<file path="src/hdl/tcpr_pkg.sv">
// Types and constants shared by the TCP client receive tracker.
`default_nettype none

package tcpr_pkg;

    localparam int unsigned SEQ_W          = 32;
    localparam int unsigned ADDR_W         = 32;
    localparam int unsigned PORT_W         = 16;
    localparam int unsigned LEN_W          = 16;
    localparam int unsigned FLAGS_W        = 8;
    localparam int unsigned STORE_OFFSET_W = 22;
    localparam int unsigned CFG_INDEX_W    = 2;
    localparam int unsigned CFG_DATA_W     = 32;

    localparam int unsigned QUEUE_DEPTH    = 2;
    localparam int unsigned QUEUE_PTR_W    = $clog2(QUEUE_DEPTH);
    localparam int unsigned QUEUE_CNT_W    = $clog2(QUEUE_DEPTH + 1);

    localparam logic [FLAGS_W-1:0] FLAG_FIN = 8'h01;
    localparam logic [FLAGS_W-1:0] FLAG_SYN = 8'h02;
    localparam logic [FLAGS_W-1:0] FLAG_ACK = 8'h10;

    typedef enum logic [1:0] {
        FUNC_SEGMENT = 2'd0,
        FUNC_OPEN    = 2'd1,
        FUNC_SENT    = 2'd2
    } func_t;

    typedef enum logic [1:0] {
        SK_NONE = 2'd0,
        SK_ACK  = 2'd1,
        SK_SYN  = 2'd2,
        SK_DATA = 2'd3
    } send_kind_t;

    typedef enum logic [1:0] {
        CS_CLOSED      = 2'd0,
        CS_SYN_SENT    = 2'd1,
        CS_ESTABLISHED = 2'd2
    } conn_state_t;

    typedef enum logic [CFG_INDEX_W-1:0] {
        CFG_SERVER_ADDRESS   = 2'd0,
        CFG_CLIENT_PORT      = 2'd1,
        CFG_INITIAL_SEQUENCE = 2'd2
    } cfg_index_t;

    // What the front has made of an item.
    typedef enum logic [1:0] {
        IC_NONE    = 2'd0,
        IC_OPEN    = 2'd1,
        IC_SENT    = 2'd2,
        IC_SEGMENT = 2'd3
    } item_class_t;

    typedef struct packed {
        item_class_t      cls;
        logic             syn_ack;
        logic             fin;
        logic [LEN_W-1:0] len;
        logic [SEQ_W-1:0] seq;   // peer sequence, or initial local sequence on open
        logic [SEQ_W-1:0] ack;
    } entry_t;

    typedef struct packed {
        logic full;
        logic empty;
    } queue_status_t;

endpackage

`default_nettype wire

</file>
<file path="src/hdl/tcpr_if.sv">
// Channel interfaces of the TCP client receive tracker.
`default_nettype none

interface tcpr_in_if;
    logic        valid;
    logic        ready;
    logic [1:0]  func;
    logic [31:0] source_address;
    logic [15:0] dest_port;
    logic [7:0]  tcp_flags;
    logic [31:0] peer_sequence_in;
    logic [31:0] peer_ack_in;
    logic [15:0] byte_count;

    modport source (output valid, func, source_address, dest_port, tcp_flags,
                    peer_sequence_in, peer_ack_in, byte_count, input ready);
    modport sink (input valid, func, source_address, dest_port, tcp_flags,
                  peer_sequence_in, peer_ack_in, byte_count, output ready);
endinterface

interface tcpr_out_if;
    logic        valid;
    logic        ready;
    logic [1:0]  send_kind;
    logic [31:0] send_sequence;
    logic [31:0] send_ack_number;
    logic [1:0]  connection_state;
    logic        store_accepted;
    logic [21:0] store_offset;
    logic        download_done;
    logic        last_of_run;

    modport source (output valid, send_kind, send_sequence, send_ack_number,
                    connection_state, store_accepted, store_offset, download_done,
                    last_of_run, input ready);
    modport sink (input valid, send_kind, send_sequence, send_ack_number,
                  connection_state, store_accepted, store_offset, download_done,
                  last_of_run, output ready);
endinterface

interface tcpr_cfg_if;
    logic        valid;
    logic        ready;
    logic [1:0]  index;
    logic [31:0] data;

    modport source (output valid, index, data, input ready);
    modport sink (input valid, index, data, output ready);
endinterface

`default_nettype wire

</file>
<file path="src/hdl/tcpr_front.sv">
// Front end: configuration registers, input acceptance and item classification.
`default_nettype none

module tcpr_front (
    input  wire logic              clk,
    input  wire logic              rst_n,
    tcpr_in_if.sink                item,
    tcpr_cfg_if.sink               cfg,
    input  wire tcpr_pkg::queue_status_t status,
    output logic                   push,
    output tcpr_pkg::entry_t       entry
);

    logic [tcpr_pkg::ADDR_W-1:0] server_address_reg;
    logic [tcpr_pkg::PORT_W-1:0] client_port_reg;
    logic [tcpr_pkg::SEQ_W-1:0]  initial_sequence_reg;
    logic                        match;

    assign cfg.ready  = 1'b1;
    assign item.ready = !status.full;
    assign push       = item.valid && item.ready;

    always_ff @(posedge clk or negedge rst_n)
    begin
        if (!rst_n)
        begin
            server_address_reg   <= '0;
            client_port_reg      <= '0;
            initial_sequence_reg <= '0;
        end
        else if (cfg.valid && cfg.ready)
        begin
            case (tcpr_pkg::cfg_index_t'(cfg.index))
                tcpr_pkg::CFG_SERVER_ADDRESS:   server_address_reg   <= cfg.data;
                tcpr_pkg::CFG_CLIENT_PORT:      client_port_reg      <= cfg.data[tcpr_pkg::PORT_W-1:0];
                tcpr_pkg::CFG_INITIAL_SEQUENCE: initial_sequence_reg <= cfg.data;
                default:                        ;
            endcase
        end
    end

    assign match = (item.source_address == server_address_reg)
                && (item.dest_port == client_port_reg);

    always_comb
    begin
        entry.syn_ack = ((item.tcp_flags & tcpr_pkg::FLAG_SYN) != '0)
                     && ((item.tcp_flags & tcpr_pkg::FLAG_ACK) != '0);
        entry.fin     = (item.tcp_flags & tcpr_pkg::FLAG_FIN) != '0;
        entry.len     = item.byte_count;
        entry.seq     = item.peer_sequence_in;
        entry.ack     = item.peer_ack_in;
        case (tcpr_pkg::func_t'(item.func))
            tcpr_pkg::FUNC_SEGMENT: entry.cls = match ? tcpr_pkg::IC_SEGMENT : tcpr_pkg::IC_NONE;
            tcpr_pkg::FUNC_OPEN:
            begin
                entry.cls = tcpr_pkg::IC_OPEN;
                entry.seq = initial_sequence_reg;
            end
            tcpr_pkg::FUNC_SENT:    entry.cls = tcpr_pkg::IC_SENT;
            default:                entry.cls = tcpr_pkg::IC_NONE;
        endcase
    end

endmodule

`default_nettype wire

</file>
<file path="src/hdl/tcpr_queue.sv">
// Two-entry queue that decouples the front end from the back end.
`default_nettype none

module tcpr_queue (
    input  wire logic               clk,
    input  wire logic               rst_n,
    input  wire logic               push,
    input  wire tcpr_pkg::entry_t   entry,
    input  wire logic               pop,
    output tcpr_pkg::entry_t        head,
    output tcpr_pkg::queue_status_t status
);

    tcpr_pkg::entry_t                  mem_reg [tcpr_pkg::QUEUE_DEPTH];
    logic [tcpr_pkg::QUEUE_PTR_W-1:0]  wr_ptr_reg;
    logic [tcpr_pkg::QUEUE_PTR_W-1:0]  rd_ptr_reg;
    logic [tcpr_pkg::QUEUE_CNT_W-1:0]  count_reg;
    logic [tcpr_pkg::QUEUE_CNT_W-1:0]  count_next;

    assign status.full  = count_reg == tcpr_pkg::QUEUE_CNT_W'(tcpr_pkg::QUEUE_DEPTH);
    assign status.empty = count_reg == '0;
    assign head         = mem_reg[rd_ptr_reg];

    always_comb
    begin
        count_next = count_reg;
        if (push && !pop)
            count_next = count_reg + 1'b1;
        else if (pop && !push)
            count_next = count_reg - 1'b1;
    end

    always_ff @(posedge clk or negedge rst_n)
    begin
        if (!rst_n)
        begin
            wr_ptr_reg <= '0;
            rd_ptr_reg <= '0;
            count_reg  <= '0;
        end
        else
        begin
            count_reg <= count_next;
            if (push)
                wr_ptr_reg <= wr_ptr_reg + 1'b1;
            if (pop)
                rd_ptr_reg <= rd_ptr_reg + 1'b1;
        end
    end

    always_ff @(posedge clk)
    begin
        if (push)
            mem_reg[wr_ptr_reg] <= entry;
    end

endmodule

`default_nettype wire

</file>
<file path="src/hdl/tcpr_back.sv">
// Back end: connection state, sequence tracking, buffer offsets and result register.
`default_nettype none

module tcpr_back #(
    parameter int unsigned BUFFER_BYTES = 4194304
) (
    input  wire logic                    clk,
    input  wire logic                    rst_n,
    input  wire tcpr_pkg::entry_t        head,
    input  wire tcpr_pkg::queue_status_t status,
    output logic                         pop,
    tcpr_out_if.source                   result
);

    localparam int unsigned OFF_W = $clog2(BUFFER_BYTES);
    localparam int unsigned SUM_W = ((OFF_W > tcpr_pkg::LEN_W) ? OFF_W : tcpr_pkg::LEN_W) + 1;
    localparam logic [SUM_W-1:0] LIMIT = SUM_W'(BUFFER_BYTES);

    tcpr_pkg::conn_state_t       conn_state_reg, conn_state_next;
    logic [tcpr_pkg::SEQ_W-1:0]  local_seq_reg, local_seq_next;
    logic [tcpr_pkg::SEQ_W-1:0]  peer_seq_reg, peer_seq_next;
    logic [OFF_W-1:0]            bytes_reg, bytes_next;
    logic                        done_reg, done_next;
    logic                        fin_pending_reg, fin_pending_next;
    logic                        out_valid_reg, out_valid_next;

    tcpr_pkg::send_kind_t        kind_reg, kind_next;
    logic [tcpr_pkg::SEQ_W-1:0]  seq_out_reg, seq_out_next;
    logic [tcpr_pkg::SEQ_W-1:0]  ack_out_reg, ack_out_next;
    logic                        store_reg, store_next;
    logic [OFF_W-1:0]            offset_reg, offset_next;
    logic                        last_reg, last_next;

    logic                        can_emit;
    logic                        emit;
    logic                        has_len;
    logic [SUM_W-1:0]            fill_sum;
    logic [tcpr_pkg::SEQ_W-1:0]  peer_data;
    logic [tcpr_pkg::SEQ_W-1:0]  peer_fin;

    assign can_emit = !out_valid_reg || result.ready;
    assign emit     = can_emit && (fin_pending_reg || !status.empty);
    assign pop      = can_emit && !fin_pending_reg && !status.empty;

    assign has_len   = head.len != '0;
    assign fill_sum  = SUM_W'(bytes_reg) + SUM_W'(head.len);
    assign peer_data = head.seq + tcpr_pkg::SEQ_W'(head.len);
    assign peer_fin  = (has_len ? peer_data : peer_seq_reg) + 1'b1;

    always_comb
    begin
        conn_state_next  = conn_state_reg;
        local_seq_next   = local_seq_reg;
        peer_seq_next    = peer_seq_reg;
        bytes_next       = bytes_reg;
        done_next        = done_reg;
        fin_pending_next = fin_pending_reg;
        kind_next        = tcpr_pkg::SK_NONE;
        seq_out_next     = '0;
        ack_out_next     = '0;
        store_next       = 1'b0;
        offset_next      = '0;
        last_next        = 1'b1;

        if (fin_pending_reg)
        begin
            // second beat: ACK for the FIN, state already final
            fin_pending_next = 1'b0;
            kind_next        = tcpr_pkg::SK_ACK;
            seq_out_next     = local_seq_reg;
            ack_out_next     = peer_seq_reg;
        end
        else
        begin
            case (head.cls)
                tcpr_pkg::IC_OPEN:
                begin
                    local_seq_next  = head.seq;
                    peer_seq_next   = '0;
                    bytes_next      = '0;
                    done_next       = 1'b0;
                    conn_state_next = tcpr_pkg::CS_SYN_SENT;
                    kind_next       = tcpr_pkg::SK_SYN;
                    seq_out_next    = head.seq;
                end
                tcpr_pkg::IC_SENT:
                begin
                    kind_next      = tcpr_pkg::SK_DATA;
                    seq_out_next   = local_seq_reg;
                    ack_out_next   = peer_seq_reg;
                    local_seq_next = local_seq_reg + tcpr_pkg::SEQ_W'(head.len);
                end
                tcpr_pkg::IC_SEGMENT:
                begin
                    if (conn_state_reg == tcpr_pkg::CS_SYN_SENT)
                    begin
                        if (head.syn_ack)
                        begin
                            peer_seq_next   = head.seq + 1'b1;
                            local_seq_next  = head.ack;
                            conn_state_next = tcpr_pkg::CS_ESTABLISHED;
                        end
                    end
                    else if (conn_state_reg == tcpr_pkg::CS_ESTABLISHED)
                    begin
                        if (has_len)
                        begin
                            if (fill_sum < LIMIT)
                            begin
                                store_next  = 1'b1;
                                offset_next = bytes_reg;
                                bytes_next  = fill_sum[OFF_W-1:0];
                            end
                            peer_seq_next = peer_data;
                            kind_next     = tcpr_pkg::SK_ACK;
                            seq_out_next  = local_seq_reg;
                            ack_out_next  = peer_data;
                        end
                        if (head.fin)
                        begin
                            peer_seq_next   = peer_fin;
                            conn_state_next = tcpr_pkg::CS_CLOSED;
                            done_next       = 1'b1;
                            if (has_len)
                            begin
                                // hold the FIN ACK for the next beat
                                fin_pending_next = 1'b1;
                                last_next        = 1'b0;
                            end
                            else
                            begin
                                kind_next    = tcpr_pkg::SK_ACK;
                                seq_out_next = local_seq_reg;
                                ack_out_next = peer_fin;
                            end
                        end
                    end
                end
                default: ;
            endcase
        end

        if (emit)
            out_valid_next = 1'b1;
        else if (result.ready)
            out_valid_next = 1'b0;
        else
            out_valid_next = out_valid_reg;
    end

    always_ff @(posedge clk or negedge rst_n)
    begin
        if (!rst_n)
        begin
            conn_state_reg  <= tcpr_pkg::CS_CLOSED;
            local_seq_reg   <= '0;
            peer_seq_reg    <= '0;
            bytes_reg       <= '0;
            done_reg        <= 1'b0;
            fin_pending_reg <= 1'b0;
            out_valid_reg   <= 1'b0;
        end
        else
        begin
            out_valid_reg <= out_valid_next;
            if (emit)
            begin
                conn_state_reg  <= conn_state_next;
                local_seq_reg   <= local_seq_next;
                peer_seq_reg    <= peer_seq_next;
                bytes_reg       <= bytes_next;
                done_reg        <= done_next;
                fin_pending_reg <= fin_pending_next;
            end
        end
    end

    always_ff @(posedge clk)
    begin
        if (emit)
        begin
            kind_reg    <= kind_next;
            seq_out_reg <= seq_out_next;
            ack_out_reg <= ack_out_next;
            store_reg   <= store_next;
            offset_reg  <= offset_next;
            last_reg    <= last_next;
        end
    end

    // Connection state and done flag of a result are those after the whole item.
    logic [1:0] state_out_reg;
    logic       done_out_reg;

    always_ff @(posedge clk)
    begin
        if (emit)
        begin
            state_out_reg <= conn_state_next;
            done_out_reg  <= done_next;
        end
    end

    assign result.valid            = out_valid_reg;
    assign result.send_kind        = kind_reg;
    assign result.send_sequence    = seq_out_reg;
    assign result.send_ack_number  = ack_out_reg;
    assign result.connection_state = state_out_reg;
    assign result.store_accepted   = store_reg;
    assign result.store_offset     = tcpr_pkg::STORE_OFFSET_W'(offset_reg);
    assign result.download_done    = done_out_reg;
    assign result.last_of_run      = last_reg;

endmodule

`default_nettype wire

</file>
<file path="src/hdl/tcp_client_receive_tracker.sv">
// Top level of the TCP client receive tracker.
`default_nettype none

// Tracks the client side of a plain TCP download: open, sent-data and
// received-segment items go in on the item channel, send requests with the
// connection state and payload buffer offsets come out on the result channel.
// The front end takes one item per cycle into a two-entry queue while that
// queue has room; the back end issues one result per cycle through its output
// register while the result channel is ready; a segment that carries both payload
// and FIN gives two result beats. An accepted item is written into the queue,
// and the back end loads its first result from the queue head into the output
// register. Registers are written on the cfg channel, which is always ready,
// and must only be written while idle.
module tcp_client_receive_tracker #(
    parameter int unsigned BUFFER_BYTES = 4194304
) (
    input  wire logic  clk,
    input  wire logic  rst_n,
    tcpr_in_if.sink    item,
    tcpr_out_if.source result,
    tcpr_cfg_if.sink   cfg
);

    tcpr_pkg::entry_t        entry;
    tcpr_pkg::entry_t        head;
    tcpr_pkg::queue_status_t status;
    logic                    push;
    logic                    pop;

    tcpr_front u_front (
        .clk    (clk),
        .rst_n  (rst_n),
        .item   (item),
        .cfg    (cfg),
        .status (status),
        .push   (push),
        .entry  (entry)
    );

    tcpr_queue u_queue (
        .clk    (clk),
        .rst_n  (rst_n),
        .push   (push),
        .entry  (entry),
        .pop    (pop),
        .head   (head),
        .status (status)
    );

    tcpr_back #(
        .BUFFER_BYTES (BUFFER_BYTES)
    ) u_back (
        .clk    (clk),
        .rst_n  (rst_n),
        .head   (head),
        .status (status),
        .pop    (pop),
        .result (result)
    );

    // A non-final beat only comes from payload plus FIN, which closes the download.
    assert property (@(posedge clk) disable iff (!rst_n)
        (result.valid && !result.last_of_run)
        |-> (result.connection_state == tcpr_pkg::CS_CLOSED) && result.download_done)
    else $error("non-final result without a closing FIN");

    // Stored payload is always acknowledged.
    assert property (@(posedge clk) disable iff (!rst_n)
        (result.valid && result.store_accepted)
        |-> (result.send_kind == tcpr_pkg::SK_ACK))
    else $error("stored payload without an ACK");

    // A stored offset lies inside the buffer.
    assert property (@(posedge clk) disable iff (!rst_n)
        (result.valid && result.store_accepted)
        |-> (32'(result.store_offset) < 32'(BUFFER_BYTES)))
    else $error("store offset beyond the buffer");

    // A queue with room never refuses an item.
    assert property (@(posedge clk) disable iff (!rst_n)
        (!item.ready) |-> $past(item.valid) || $past(result.valid))
    else $error("item refused with nothing in flight");

endmodule

`default_nettype wire

</file>
<file path="src/flat_wrapper.sv">
// flat-port wrapper written by rule: the top's interface ports become plain ports
module tcp_client_receive_tracker_flat 
#(
    parameter int unsigned BUFFER_BYTES = 4194304
)
  (clk, rst_n, item_valid, item_func, item_source_address, item_dest_port, item_tcp_flags, item_peer_sequence_in, item_peer_ack_in, item_byte_count, item_ready, result_valid, result_send_kind, result_send_sequence, result_send_ack_number, result_connection_state, result_store_accepted, result_store_offset, result_download_done, result_last_of_run, result_ready, cfg_valid, cfg_index, cfg_data, cfg_ready);
  tcpr_in_if item_i ();
  tcpr_out_if result_i ();
  tcpr_cfg_if cfg_i ();
  input  wire logic clk;
  input  wire logic rst_n;
  input wire logic [$bits(item_i.valid)-1:0] item_valid;
  input wire logic [$bits(item_i.func)-1:0] item_func;
  input wire logic [$bits(item_i.source_address)-1:0] item_source_address;
  input wire logic [$bits(item_i.dest_port)-1:0] item_dest_port;
  input wire logic [$bits(item_i.tcp_flags)-1:0] item_tcp_flags;
  input wire logic [$bits(item_i.peer_sequence_in)-1:0] item_peer_sequence_in;
  input wire logic [$bits(item_i.peer_ack_in)-1:0] item_peer_ack_in;
  input wire logic [$bits(item_i.byte_count)-1:0] item_byte_count;
  output wire logic [$bits(item_i.ready)-1:0] item_ready;
  output wire logic [$bits(result_i.valid)-1:0] result_valid;
  output wire logic [$bits(result_i.send_kind)-1:0] result_send_kind;
  output wire logic [$bits(result_i.send_sequence)-1:0] result_send_sequence;
  output wire logic [$bits(result_i.send_ack_number)-1:0] result_send_ack_number;
  output wire logic [$bits(result_i.connection_state)-1:0] result_connection_state;
  output wire logic [$bits(result_i.store_accepted)-1:0] result_store_accepted;
  output wire logic [$bits(result_i.store_offset)-1:0] result_store_offset;
  output wire logic [$bits(result_i.download_done)-1:0] result_download_done;
  output wire logic [$bits(result_i.last_of_run)-1:0] result_last_of_run;
  input wire logic [$bits(result_i.ready)-1:0] result_ready;
  input wire logic [$bits(cfg_i.valid)-1:0] cfg_valid;
  input wire logic [$bits(cfg_i.index)-1:0] cfg_index;
  input wire logic [$bits(cfg_i.data)-1:0] cfg_data;
  output wire logic [$bits(cfg_i.ready)-1:0] cfg_ready;
  assign item_i.valid = item_valid;
  assign item_i.func = item_func;
  assign item_i.source_address = item_source_address;
  assign item_i.dest_port = item_dest_port;
  assign item_i.tcp_flags = item_tcp_flags;
  assign item_i.peer_sequence_in = item_peer_sequence_in;
  assign item_i.peer_ack_in = item_peer_ack_in;
  assign item_i.byte_count = item_byte_count;
  assign item_ready = item_i.ready;
  assign result_valid = result_i.valid;
  assign result_send_kind = result_i.send_kind;
  assign result_send_sequence = result_i.send_sequence;
  assign result_send_ack_number = result_i.send_ack_number;
  assign result_connection_state = result_i.connection_state;
  assign result_store_accepted = result_i.store_accepted;
  assign result_store_offset = result_i.store_offset;
  assign result_download_done = result_i.download_done;
  assign result_last_of_run = result_i.last_of_run;
  assign result_i.ready = result_ready;
  assign cfg_i.valid = cfg_valid;
  assign cfg_i.index = cfg_index;
  assign cfg_i.data = cfg_data;
  assign cfg_ready = cfg_i.ready;
  tcp_client_receive_tracker #(.BUFFER_BYTES(BUFFER_BYTES)) u_core (.clk(clk), .rst_n(rst_n), .item(item_i), .result(result_i), .cfg(cfg_i));
endmodule
</file>
<file path="config.mk">
export PLATFORM = sky130hd
export DESIGN_NAME = tcp_client_receive_tracker_flat
export DESIGN_NICKNAME = d
export VERILOG_FILES = /design/src/hdl/tcpr_pkg.sv /design/src/hdl/tcpr_if.sv /design/src/hdl/tcpr_front.sv /design/src/hdl/tcpr_queue.sv /design/src/hdl/tcpr_back.sv /design/src/hdl/tcp_client_receive_tracker.sv /design/src/flat_wrapper.sv
export SDC_FILE = /design/constraint.sdc
export NUM_CORES = 1
export LEC_CHECK = 0
export BUFFER_PORTS_ARGS = -buffer_cell sky130_fd_sc_hd__buf_4
export CORE_MARGIN = 2
export CORE_UTILIZATION = 30
export CTS_CLUSTER_DIAMETER = 100
export CTS_CLUSTER_SIZE = 25
export DETAILED_ROUTE_END_ITERATION = 7
export PLACE_DENSITY_LB_ADDON = 0.08
export SLEW_MARGIN = 25
export SYNTH_ARGS = -nofsm -noshare
export SYNTH_HDL_FRONTEND = slang
export SYNTH_HIERARCHICAL = 1
export SYNTH_SLANG_ARGS = --single-unit
</file>
<file path="constraint.sdc">
create_clock -name clk -period 10.5 [get_ports clk]
set_clock_uncertainty 0.05 [all_clocks]
set_input_delay 0.525 -clock clk [delete_from_list [all_inputs] [get_ports clk]]
set_output_delay 0.525 -clock clk [all_outputs]
set_load 0.02 [all_outputs]
</file>
==> results_dict.tcl <==
set metrics [dict create \
    cts_buffers 29 \
    startpoint_type "register" \
    numPortBuffers 266 \
    largest_register_ffs 168 \
    grt_pass1_wl_um 119000 \
    rsz0062_at_grt "no" \
    path_cells "buf_4, mux2_1, ha_1, a211oi_2, nand2_1, a32oi_1, and2_1, nand2_1, o311ai_0, or4b_1, nor4_2, o2111ai_1, nor2b_1" \
    wl_met3_um 4860 \
    place_hpwl_um 57600 \
    synth_nets 2443 \
    fin_ws_ns 4.03 \
    reg2reg_slack_ns 4.03 \
    tns_ns 0 \
    path_max_fanout 50 \
    crit_path_frequent_cell "nand2_1" \
    cpMaxStageDelayCell "dfrtp_4" \
    maxSlewHeadroom_pct 26.4 \
    yosysSeqAreaShare_pct 49.9 \
    hold_class "input pin to register" \
    cts_buffer_depth 3 \
    avgViaCountPerCell 5.20 \
    ios 273 \
    top_layer_used "met5" \
    final_cell_area_sq_um 28500 \
    dp_slack_ns 3.97 \
    synth-adder-area-share_pct 3.31 \
    clkSlewWorstSetupHoldPaths_ns 0.10 \
    vdd_drop_max_mv 0.149 \
    p_per_area_nw_per_um2 305 \
    met2_length_um 36500 \
    drt_pre_antenna_iters 5 \
    synth_cells 2203 \
    required_ns 10.83 \
    hold_viol_final 0 \
    cellLeakagePower_uw 0.0109 \
    synth_simple_gate_area_share_pct 13.0 \
    placed_cell_area_sq_um 27100 \
    cap_violations 0 \
    synth_top_family_by_area "compound AO/OA/AOI/OAI gates" \
    clkSinkCount 436 \
    crit_path_max_incr_delay_ns 0.76 \
    synth-edff-count 261 \
    area_delta_synth_final_pct 16.4 \
    cts_resized 0 \
    root_buffer "clkbuf_16" \
    nNetsFinal 2636 \
    criticalPathCategory "register to register" \
    grt_max_degree 74 \
    dr_total_vias 18111 \
    wl_met1_um 36700 \
    grtUsageTotal_pct 18.7 \
    fmax_mhz 155 \
    place_congestion 0.849 \
    synth_commonest_cells "edfxtp_1 (261), nand2_1 (178), dfrtp_1 (175)" \
    synth.area.mux_share_pct 9.44 \
    start_util_pct 30.4 \
    slew_viol_final 0 \
    synth_compound_area_share_pct 14.0 \
    cp-end-kind "register" \
    cp_num_buf_inv 1 \
    setup_viol 0 \
    synthTopCellsByArea "edfxtp_1 (32%), dfrtp_1 (18%), mux2_2 (6.7%), xnor2_1 (4.3%), ha_1 (3.1%)" \
    htree_num_levels 1 \
    cp.arrival_ns 6.79 \
    syn_avg_cell_area_sq_um 11.1 \
    synthArstFlopShare_pct 40.1 \
    die_area_sq_um 84000 \
    post-route-period-util_pct 61.6 \
    final_antenna_net_count 0 \
    fp-row-count 104 \
    die_w_um 290 \
    overflow 0 \
    insertion_delay_ns 0.64 \
    netlist.area_leader.share_pct 32.0 \
    status "finished, final reports clean" \
    fin_crit_ns 6.47 \
    drc 0 \
    routedWlPerCell_um 22.9 \
    synthDistinctLibCells 97 \
    worst_pin_slew_ns 1.10 \
    drt_iter0_markers 1315 \
    yosysWarnings 6 \
    antenna_found_initial 4 \
    power_uw 8690 \
    synth_seq_cells 436 \
    cts_tree "done" \
    syn-cell-area_sq_um 24500 \
    cpLargestDelayFamily "simple AND/OR/NAND/NOR gates" \
    core_sq_um 80700 \
    drive_gt1_share_pct 22.0 \
    postRouteWirelength_um 79700 \
    ys.flop_type "edfxtp_1" \
    die_h_um 290 \
    grt_pass1_vias 17971 \
    yosys.area_share.xor_xnor_pct 5.90 \
    synth_most_common_cell "edfxtp_1" \
    synth_top_area_cell "edfxtp_1" \
]
## placed cells by master (no fill, tap or decap), drive strengths merged, types with 20 or more instances in the layout
| master | count |
|---|---|
| edfxtp | 261 |
| nand3 | 66 |
| buf | 292 |
| nor3 | 28 |
| nand4 | 43 |
| a22oi | 30 |
| a22o | 50 |
| dlygate4sd3 | 36 |
| o31ai | 22 |
| nor2 | 148 |
| a31oi | 27 |
| ha | 60 |
| xor2 | 45 |
| a21o | 20 |
| clkbuf | 33 |
| dfrtp | 175 |
| nand2 | 178 |
| a21oi | 73 |
| mux2 | 198 |
| o21ai | 125 |
| and2 | 40 |
| inv | 50 |
| xnor2 | 120 |
## worst paths after layout
kind | start | to | depth (start not counted)
max in group asynchronous | rst_n | u_core/u_back/peer_seq_reg[21] | 4
max reg2reg | u_core/u_queue/rd_ptr_reg | u_core/u_back/result.send_ack_number[30] | 13
min reg2reg | u_core/u_queue/count_reg[1] | u_core/u_queue/count_reg[1] | 1
max | u_core/u_queue/rd_ptr_reg | u_core/u_back/result.send_ack_number[30] | 13
min in group asynchronous | rst_n | u_core/u_front/client_port_reg[7] | 2
min | item_peer_ack_in[3] | u_core/u_queue/mem_reg[1][3] | 1
## area by class of cell
cell class | count | area (sq um)
antenna | 2 | 5.00
clock buffer | 33 | 741
clock inverter | 21 | 270
fill | 8143 | 52200
inverter | 40 | 153
multi-input combinational | 1561 | 11200
sequential | 436 | 12200
tap | 1060 | 1330
timing repair buffer | 328 | 2560
## where the power goes
part	switching, uW	internal, uW	total, uW
clock	710	556	1270
combinational	3000	1720	4720
sequential	287	2420	2700
## timing repair
action	in CTS	in global routing
hold buffers	36	0
hold endpoints to repair	141	0
setup endpoints to repair	0	0
buffers inserted	0	0
## per-layer routing
layer | global-route usage, % | vias up
met4 | 4.31 | 2
met3 | 3.27 | 77
met1 | 26.5 | 8901
met5 | 0 | -
li1 | - | 8573
met2 | 29.9 | 558
## kinds of logic (layout without fill, tap and decap cells)
group,Yosys count,count (layout)
muxes,205,205
other,1,3
DFF,436,436
AOI/OAI and AO/OA,500,500
xor gates and xnor gates,165,165
and+or+nand+nor,627,627
adders and majority gates,63,63
buffers and inverters,206,422
## through the flow
stage          instances  hold WS [ns]  utilization, %
6_report            3481        0.0388            35.4
5_1_grt             3481       0.00644            35.4
4_1_cts             3479    0.00000172            35.3
3_5_place_dp        3389         0.426            33.6
3_3_place_gp        3389         0.424            33.6
2_1_floorplan       2203         0.179               -
Power figures use the tool's default switching activity.
